**src/hw/rtl/ltc_pkg.sv**
```systemverilog
// ----------------------------------------------------------------------------
// ltc_pkg
// Shared types and constants for the LRU tag cache with pending set.
// ----------------------------------------------------------------------------
package ltc_pkg;

    localparam int SLOTS_DEF    = 16;
    localparam int KEY_BITS_DEF = 32;
    localparam int STAMP_BITS   = 32;
    localparam int IDX_BITS     = 4;

    typedef enum logic [1:0] {
        REQ_LOOKUP = 2'd0,
        REQ_FILL   = 2'd1,
        REQ_CLEAR  = 2'd2,
        REQ_NONE   = 2'd3
    } t_req;

    // Controller commands to the datapath
    typedef struct packed {
        logic load;      // capture the request beat
        logic scan;      // run one slot and one pending compare step
        logic commit;    // update state and build the result
    } t_cmd;

    // Datapath status to the controller
    typedef struct packed {
        logic scan_last; // scan counter is at the last slot
    } t_sts;

endpackage

```
**src/hw/rtl/ltc_ctrl.sv**
```systemverilog
// ----------------------------------------------------------------------------
// ltc_ctrl
// Sequencer: load a request, scan all slots one per cycle, commit, present.
// ----------------------------------------------------------------------------
module ltc_ctrl import ltc_pkg::*; (
    input  logic i_clk,
    input  logic i_rst_n,
    input  logic i_valid,
    output logic o_stall,
    output logic o_valid,
    input  logic i_stall,
    output t_cmd o_cmd,
    input  t_sts i_sts
);

    typedef enum logic [1:0] {
        S_IDLE,
        S_SCAN,
        S_COMMIT,
        S_OUT
    } t_state;

    t_state r_state;
    logic   r_valid;

    // input closed while busy and while in reset
    assign o_stall = !i_rst_n || (r_state != S_IDLE);
    assign o_valid = r_valid;

    // command decode
    always_comb begin
        o_cmd        = '0;
        o_cmd.load   = i_valid && !o_stall;
        o_cmd.scan   = (r_state == S_SCAN);
        o_cmd.commit = (r_state == S_COMMIT);
    end

    // state and output valid
    always_ff @(posedge i_clk) begin
        if (!i_rst_n) begin
            r_state <= S_IDLE;
            r_valid <= 1'b0;
        end else begin
            unique case (r_state)
                S_IDLE: begin
                    if (i_valid) r_state <= S_SCAN;
                end
                S_SCAN: begin
                    if (i_sts.scan_last) r_state <= S_COMMIT;
                end
                S_COMMIT: begin
                    r_valid <= 1'b1;
                    r_state <= S_OUT;
                end
                S_OUT: begin
                    if (!i_stall) begin
                        r_valid <= 1'b0;
                        r_state <= S_IDLE;
                    end
                end
                default: r_state <= S_IDLE;
            endcase
        end
    end

endmodule

```
**src/hw/rtl/ltc_dp.sv**
```systemverilog
// ----------------------------------------------------------------------------
// ltc_dp
// Slot and pending-set storage, serial scan, state update and result.
// ----------------------------------------------------------------------------
module ltc_dp import ltc_pkg::*; #(
    parameter int SLOTS    = SLOTS_DEF,
    parameter int KEY_BITS = KEY_BITS_DEF
) (
    input  logic                 i_clk,
    input  logic                 i_rst_n,
    input  t_cmd                 i_cmd,
    output t_sts                 o_sts,
    input  logic [1:0]           i_req_type,
    input  logic [31:0]          i_key,
    input  logic                 i_key_empty,
    input  logic                 i_fill_ok,
    output logic                 o_hit,
    output logic [IDX_BITS-1:0]  o_slot_index,
    output logic                 o_request_issued,
    output logic                 o_evicted,
    output logic                 o_fill_stored
);

    localparam int SB = $clog2(SLOTS);
    localparam int CB = $clog2(SLOTS + 1);
    localparam int KB = (KEY_BITS < 32) ? KEY_BITS : 32;
    localparam logic [SB-1:0] LAST = SB'(SLOTS - 1);

    // storage
    logic [STAMP_BITS-1:0] r_stamp [SLOTS];
    logic [KEY_BITS-1:0]   r_tag   [SLOTS];
    logic [KEY_BITS-1:0]   r_ptag  [SLOTS];
    logic [CB-1:0]         r_pcnt;
    logic [STAMP_BITS-1:0] r_clock;

    // request beat
    t_req                  r_type;
    logic [KEY_BITS-1:0]   r_key;
    logic                  r_empty, r_ok;

    // scan results
    logic [SB-1:0]         r_i;
    logic                  r_hit;
    logic [SB-1:0]         r_hidx;
    logic                  r_free;
    logic [SB-1:0]         r_vidx;
    logic [STAMP_BITS-1:0] r_vstamp;
    logic                  r_pfound;
    logic [SB-1:0]         r_pidx;

    // result
    logic                  r_o_hit, r_o_req, r_o_ev, r_o_fs;
    logic [IDX_BITS-1:0]   r_o_idx;

    logic                  s_used, s_pin;
    logic [STAMP_BITS-1:0] s_next;
    logic [CB-1:0]         s_i_ext;

    assign s_used  = (r_stamp[r_i] != '0);
    assign s_i_ext = CB'(r_i);
    assign s_pin   = (s_i_ext < r_pcnt);
    assign s_next  = r_clock + 1'b1;
    assign o_sts.scan_last = (r_i == LAST);

    assign o_hit            = r_o_hit;
    assign o_slot_index     = r_o_idx;
    assign o_request_issued = r_o_req;
    assign o_evicted        = r_o_ev;
    assign o_fill_stored    = r_o_fs;

    // request capture and scan
    always_ff @(posedge i_clk) begin
        if (i_cmd.load) begin
            r_type   <= t_req'(i_req_type);
            r_key    <= KEY_BITS'(i_key[KB-1:0]);
            r_empty  <= i_key_empty;
            r_ok     <= i_fill_ok;
            r_i      <= '0;
            r_hit    <= 1'b0;
            r_hidx   <= '0;
            r_free   <= 1'b0;
            r_vidx   <= '0;
            r_vstamp <= '1;
            r_pfound <= 1'b0;
            r_pidx   <= '0;
        end else if (i_cmd.scan) begin
            if (s_used && r_tag[r_i] == r_key && !r_hit) begin
                r_hit  <= 1'b1;
                r_hidx <= r_i;
            end
            if (!r_free) begin
                if (!s_used) begin
                    r_free   <= 1'b1;
                    r_vidx   <= r_i;
                    r_vstamp <= '0;
                end else if (r_i == '0 || r_stamp[r_i] < r_vstamp) begin
                    r_vidx   <= r_i;
                    r_vstamp <= r_stamp[r_i];
                end
            end
            if (s_pin && r_ptag[r_i] == r_key && !r_pfound) begin
                r_pfound <= 1'b1;
                r_pidx   <= r_i;
            end
            if (r_i != LAST) r_i <= r_i + 1'b1;
        end
    end

    // state update and result
    always_ff @(posedge i_clk) begin
        if (!i_rst_n) begin
            for (int j = 0; j < SLOTS; j++) r_stamp[j] <= '0;
            r_clock <= '0;
            r_pcnt  <= '0;
            r_o_hit <= 1'b0;
            r_o_req <= 1'b0;
            r_o_ev  <= 1'b0;
            r_o_fs  <= 1'b0;
            r_o_idx <= '0;
        end else if (i_cmd.commit) begin
            r_o_hit <= 1'b0;
            r_o_req <= 1'b0;
            r_o_ev  <= 1'b0;
            r_o_fs  <= 1'b0;
            r_o_idx <= '0;
            unique case (r_type)
                REQ_LOOKUP: begin
                    if (!r_empty) begin
                        if (r_hit) begin
                            r_clock         <= s_next;
                            r_stamp[r_hidx] <= s_next;
                            r_o_hit         <= 1'b1;
                            r_o_idx         <= IDX_BITS'(r_hidx);
                        end else if (!r_pfound) begin
                            if (r_pcnt < CB'(SLOTS)) begin
                                r_ptag[r_pcnt[SB-1:0]] <= r_key;
                                r_pcnt <= r_pcnt + 1'b1;
                            end
                            r_o_req <= 1'b1;
                        end
                    end
                end
                REQ_FILL: begin
                    // remove pending entry by shifting the tail down
                    if (r_pfound) begin
                        for (int j = 0; j < SLOTS - 1; j++)
                            if (SB'(j) >= r_pidx) r_ptag[j] <= r_ptag[j + 1];
                        r_pcnt <= r_pcnt - 1'b1;
                    end
                    r_tag[r_vidx] <= r_key;
                    r_o_idx <= IDX_BITS'(r_vidx);
                    r_o_ev  <= !r_free;
                    if (r_ok) begin
                        r_clock         <= s_next;
                        r_stamp[r_vidx] <= s_next;
                        r_o_fs          <= (s_next != '0);
                    end else begin
                        r_stamp[r_vidx] <= '0;
                    end
                end
                REQ_CLEAR: begin
                    for (int j = 0; j < SLOTS; j++) r_stamp[j] <= '0;
                    r_pcnt <= '0;
                end
                default: ;
            endcase
        end
    end

endmodule

```
**src/hw/rtl/lru_tag_cache_with_pending_set.sv**
```systemverilog
// ----------------------------------------------------------------------------
// lru_tag_cache_with_pending_set
// Fully associative LRU tag cache with a set of outstanding fetch keys.
// ----------------------------------------------------------------------------
// Channel  Direction  Handshake          Payload
// req      in         i_valid / o_stall  i_req_type i_key i_key_empty i_fill_ok
// rsp      out        o_valid / i_stall  o_hit o_slot_index o_request_issued
//                                        o_evicted o_fill_stored
//
// One request at a time: a load step, a serial scan of the slots (one slot and one
// pending entry compared per cycle), a commit step, then the result beat.
// The scan counter walks the slots. A stalled result holds the input stalled.
// Synchronous reset frees all slots, empties the pending set, zeroes the clock.
// ----------------------------------------------------------------------------
module lru_tag_cache_with_pending_set import ltc_pkg::*; #(
    parameter int SLOTS    = SLOTS_DEF,
    parameter int KEY_BITS = KEY_BITS_DEF
) (
    input  logic                i_clk,
    input  logic                i_rst_n,
    input  logic                i_valid,
    output logic                o_stall,
    input  logic [1:0]          i_req_type,
    input  logic [31:0]         i_key,
    input  logic                i_key_empty,
    input  logic                i_fill_ok,
    output logic                o_valid,
    input  logic                i_stall,
    output logic                o_hit,
    output logic [IDX_BITS-1:0] o_slot_index,
    output logic                o_request_issued,
    output logic                o_evicted,
    output logic                o_fill_stored
);

    t_cmd s_cmd;
    t_sts s_sts;

    ltc_ctrl u_ctrl (
        .i_clk   (i_clk),
        .i_rst_n (i_rst_n),
        .i_valid (i_valid),
        .o_stall (o_stall),
        .o_valid (o_valid),
        .i_stall (i_stall),
        .o_cmd   (s_cmd),
        .i_sts   (s_sts)
    );

    ltc_dp #(.SLOTS(SLOTS), .KEY_BITS(KEY_BITS)) u_dp (
        .i_clk            (i_clk),
        .i_rst_n          (i_rst_n),
        .i_cmd            (s_cmd),
        .o_sts            (s_sts),
        .i_req_type       (i_req_type),
        .i_key            (i_key),
        .i_key_empty      (i_key_empty),
        .i_fill_ok        (i_fill_ok),
        .o_hit            (o_hit),
        .o_slot_index     (o_slot_index),
        .o_request_issued (o_request_issued),
        .o_evicted        (o_evicted),
        .o_fill_stored    (o_fill_stored)
    );

`ifndef NO_ASSERTIONS
    // a result beat never claims both a hit and a fetch request
    a_hit_req: assert property (@(posedge i_clk) disable iff (!i_rst_n)
        o_valid |-> !(o_hit && o_request_issued))
        else $error("hit and request both set");

    // no input accepted while a result is waiting
    a_no_overlap: assert property (@(posedge i_clk) disable iff (!i_rst_n)
        o_valid |-> o_stall)
        else $error("input open while result pending");

    // a stored fill cannot also be a hit
    a_fill_hit: assert property (@(posedge i_clk) disable iff (!i_rst_n)
        o_valid && o_fill_stored |-> !o_hit)
        else $error("fill reported as hit");
`endif

endmodule

```
**config.mk**
```make
export PLATFORM = sky130hd
export DESIGN_NAME = lru_tag_cache_with_pending_set
export DESIGN_NICKNAME = d
export VERILOG_FILES = /design/src/hw/rtl/ltc_pkg.sv /design/src/hw/rtl/ltc_ctrl.sv /design/src/hw/rtl/ltc_dp.sv /design/src/hw/rtl/lru_tag_cache_with_pending_set.sv
export SDC_FILE = /design/constraint.sdc
export NUM_CORES = 2
export LEC_CHECK = 0
export BUFFER_PORTS_ARGS = -buffer_cell sky130_fd_sc_hd__buf_4
export CAP_MARGIN = 0
export CORE_MARGIN = 1
export CORE_UTILIZATION = 40
export CTS_CLUSTER_DIAMETER = 150
export CTS_CLUSTER_SIZE = 14
export DETAILED_ROUTE_END_ITERATION = 6
export GPL_TIMING_DRIVEN = 0
export HOLD_SLACK_MARGIN = 0.03
export PLACE_DENSITY = 0.6
export SYNTH_ARGS = -nofsm -noshare
export SYNTH_HDL_FRONTEND = slang
export SYNTH_SLANG_ARGS = --single-unit
```
**constraint.sdc**
```tcl
create_clock -name i_clk -period 10.95 [get_ports i_clk]
set_input_delay 2.19 -clock i_clk [delete_from_list [all_inputs] [get_ports i_clk]]
set_output_delay 2.19 -clock i_clk [all_outputs]
set_load 0.05 [all_outputs]
```
==> impl_metrics.json <==
{
  "grt_pass1_vias": 43400,
  "use_met1_pct": 34.7,
  "pre_cts_ws_ns": 3.20,
  "nFillCells": 16300,
  "yosysSeqAreaShare_pct": 66.0,
  "core_area_mm2": 0.185,
  "die_y_um": 434,
  "clk_pin_slew_ns": 0.07,
  "hold_depth": 2,
  "htree_levels": 4,
  "finalNetCount": 4877,
  "vdd_drop_max_mv": 0.158,
  "whs_ns": 0.511,
  "cp_max_fo": 10,
  "violations": "max-capacitance violations, max-slew violations",
  "drt-total-wl_mm": 244,
  "post_cts.repair.setup_buffers": 0,
  "hold_viol_final": 0,
  "slew_headroom_pct": -6.21,
  "yosysWarnings": 0,
  "worst_pin_slew_ns": 1.59,
  "post-route-util_pct": 45.2,
  "gp_congestion": 0.900,
  "grt_max_degree": 46,
  "synth_ff_type": "edfxtp_1",
  "setup_viol": 0,
  "routedWlPerCell_um": 33.3,
  "status": "finished with violations",
  "synthAdderAreaFrac_pct": 0.781,
  "worstSetupStartpointType": "register",
  "cellLeakagePower_nw": 26.8,
  "switching_share_pct": 31.6,
  "clkPwrFrac_pct": 27.0,
  "synthXorXnorAreaFrac_pct": 1.50,
  "critPathArrivalTime_ns": 8.09,
  "maxSlewViolCount": 22,
  "r2r_cells": 18,
  "clock_skew_ns": 0.0275,
  "final_antenna_net_count": 0,
  "dp_hpwl_mm": 165,
  "layout.cells.non_filler": 7330,
  "netlist_area_mm2": 0.0747,
  "vias": 44100,
  "mostFrequentLayoutCells": "edfxtp_1 (1572), nor2_1 (620), mux2_2 (448), mux4_2 (443), clkbuf_1 (279)",
  "required_ns": 11.63,
  "grt_usage_pct": 25.9,
  "totalPowerFinal_w": 0.0173,
  "drtIter0Drc": 5904,
  "p_comb_share_pct": 29.6,
  "cts_tree": "built",
  "finalCritPeriodShare_pct": 67.7,
  "dpl.cell_count": 7131,
  "numCtsBuffers": 137,
  "synth_compound_area_share_pct": 1.43,
  "yosysTopAreaCellShare_pct": 63.2,
  "internal_power_w": 0.0119,
  "synth_edf_count": 1572,
  "synthTopCellsByArea": "edfxtp_1 (63%), mux4_2 (13%), mux2_2 (6.8%)",
  "synth_area_per_cell_um2": 16.5,
  "cpPeakStageDelay_ns": 1.15,
  "drive_above_1_share_pct": 26.8,
  "synth_mux_area_share_pct": 21.7,
  "syn-instance-count": 4536,
  "rsz0062_at_grt": "false",
  "synthSimpleGateAreaFrac_pct": 6.21,
  "p_switching_w": 0.00548,
  "criticalPathCategory": "register to register",
  "met2_usage_pct": 41.2,
  "root_buffer": "clkbuf_16",
  "cts_max_path_buffers": 3,
  "dieArea_mm2": 0.188,
  "grt_pass1_wl_mm": 337,
  "synth-async-reset-ratio_pct": 0,
  "grt_use_met3_pct": 4.49,
  "io_pins": 50,
  "grt_overflow": 0,
  "min_period_ns": 7.41,
  "yosysTopAreaCell": "edfxtp_1",
  "clock-sinks": 1675,
  "cts_hold_buffers": 0,
  "pwr-share-seq_pct": 43.4,
  "power.density_mw_per_mm2": 207,
  "dr.pass1.iters": 5,
  "start_util_pct": 40.3,
  "vias_per_cell": 6.02,
  "cts_resized": 0,
  "min-delay-path-class": "register to register",
  "synth_cell_types": 62,
  "syn_to_final_growth_pct": 12.3,
  "fp-row-count": 158,
  "end_kind": "register",
  "antenna_found_initial": 3,
  "synth_top_family_by_area": "multiplexers",
  "crit_path_top_delay_cell": "buf_1",
  "path_cells": "clkbuf_1 -> buf_2 -> buf_2 -> buf_1 -> buf_1 -> clkbuf_1 -> buf_8 -> o211ai_1 -> ha_1 -> nand4_1 -> or2_2 -> nor4_1 -> a31oi_1 -> o211ai_1 -> a311oi_1 -> buf_4 -> buf_8 -> mux2i_1",
  "final_common_cell": "edfxtp_1",
  "gr-max-usage-layer": "met2",
  "route.detailed.drc": 0,
  "syn-num-nets": 4622,
  "max_cap_viol_count": 2,
  "worst_slack_ns": 3.54,
  "clk_latency_ns": 0.81,
  "synth_seq_cells": 1675,
  "portBuffers": 48,
  "die_x_um": 434,
  "fmax_ghz": 0.135
}
## final timing paths
path / from / end / slack, ns
worst min-delay path: u_dp.r_hidx[0]$_SDFFE_PP0P_ / u_dp.r_hidx[0]$_SDFFE_PP0P_ / 0.51
worst min register to register: u_dp.r_hidx[0]$_SDFFE_PP0P_ / u_dp.r_hidx[0]$_SDFFE_PP0P_ / 0.51
worst max-delay path: register / u_dp.r_vstamp[26]$_SDFFE_PP1P_ / 3.54
worst max register to register: register / u_dp.r_vstamp[26]$_SDFFE_PP1P_ / 3.54
## sequential cells by signal (all words and copies together), names as in the netlist, 2 cells and up, named ones only
| name | count |
|---|---|
| u_dp.r_type | 2 |
| u_dp.r_pcnt | 5 |
| u_dp.o_slot_index | 4 |
| u_dp.r_vidx | 4 |
| u_dp.r_tag | 512 |
| u_dp.r_ptag | 512 |
| u_dp.r_vstamp | 32 |
| u_ctrl.r_state | 2 |
| u_dp.r_hidx | 4 |
| u_dp.r_clock | 32 |
| u_dp.r_stamp | 512 |
| u_dp.r_pidx | 4 |
| u_dp.r_key | 32 |
| u_dp.r_i | 4 |
## cell families after synthesis
| kind of cell | count (synthesis) |
|---|---|
| buf+inv | 415 |
| mux | 1009 |
| simple gates | 1098 |
| flops | 1675 |
| xor+xnor | 128 |
| compound gates | 165 |
| fa+ha+maj | 46 |
## synthesized netlist by cell type, drive strengths merged (6+ instances only)
library cell  count
a21boi            9
a21o              8
a21oi            28
a221oi            9
a22oi            13
a31oi             8
and2             36
and3              8
and4              6
buf             109
clkbuf          249
dfxtp           103
edfxtp         1572
ha               45
inv              56
mux2            448
mux2i           118
mux4            443
nand2           250
nand2b           11
nand3            26
nand4            26
nor2            637
nor2b            16
nor3             31
nor4             17
o21ai            50
o31ai             7
or2               6
or3              13
or4               6
xnor2            99
xor2             29
## through the flow
stage / instance area [um^2] / setup TNS, ns
global placement: 78100 / -6.91
detailed placement: 80000 / 0
floorplan: 74700 / 0
CTS: 83800 / 0
finish: 83800 / 0
global route: 83800 / 0
## routing by layer
layer,part of all wire (%),wire length [um],up-vias
met5,0.0053,13,-
met4,5.3,13000,2
met3,8.4,20500,463
met2,47,114000,2247
met1,39,96100,23500
li1,-,-,17900
## worst max-delay path: cells and delay by family, from the launching register on
family / cells / cell delay [ns]
buffers and inverters: 9 / 4.96
AND/OR/NAND/NOR: 3 / 0.91
AO/OA/AOI/OAI: 4 / 0.64
flip-flops: 1 / 0.31
adder cells (fa/ha/maj): 1 / 0.30
multiplexers: 1 / 0.12
## power by group through the flow
stage                     Combinational [W]  Sequential [W]  Clock (W)
after global routing                0.00533         0.00755    0.00491
after CTS                           0.00510         0.00752    0.00471
after floorplan                     0.00325         0.00759          0
after detailed placement            0.00509         0.00766          0
final                               0.00513         0.00752    0.00467
after global placement              0.00500         0.00767          0
## area by class of cell
class,instances,area [um^2],share of cell area [%]
Buffer,358,1580,1.89
Antenna cell,3,7.51,0.00895
Clock buffer,186,3720,4.44
Timing Repair Buffer,116,1880,2.24
Inverter,57,214,0.255
Sequential cell,1675,49300,58.8
Tap cell,2480,3100,3.70
Clock inverter,9,100,0.119
Multi-Input combinational cell,2446,24000,28.6
Note: power is estimated with default switching activity, not from simulation.
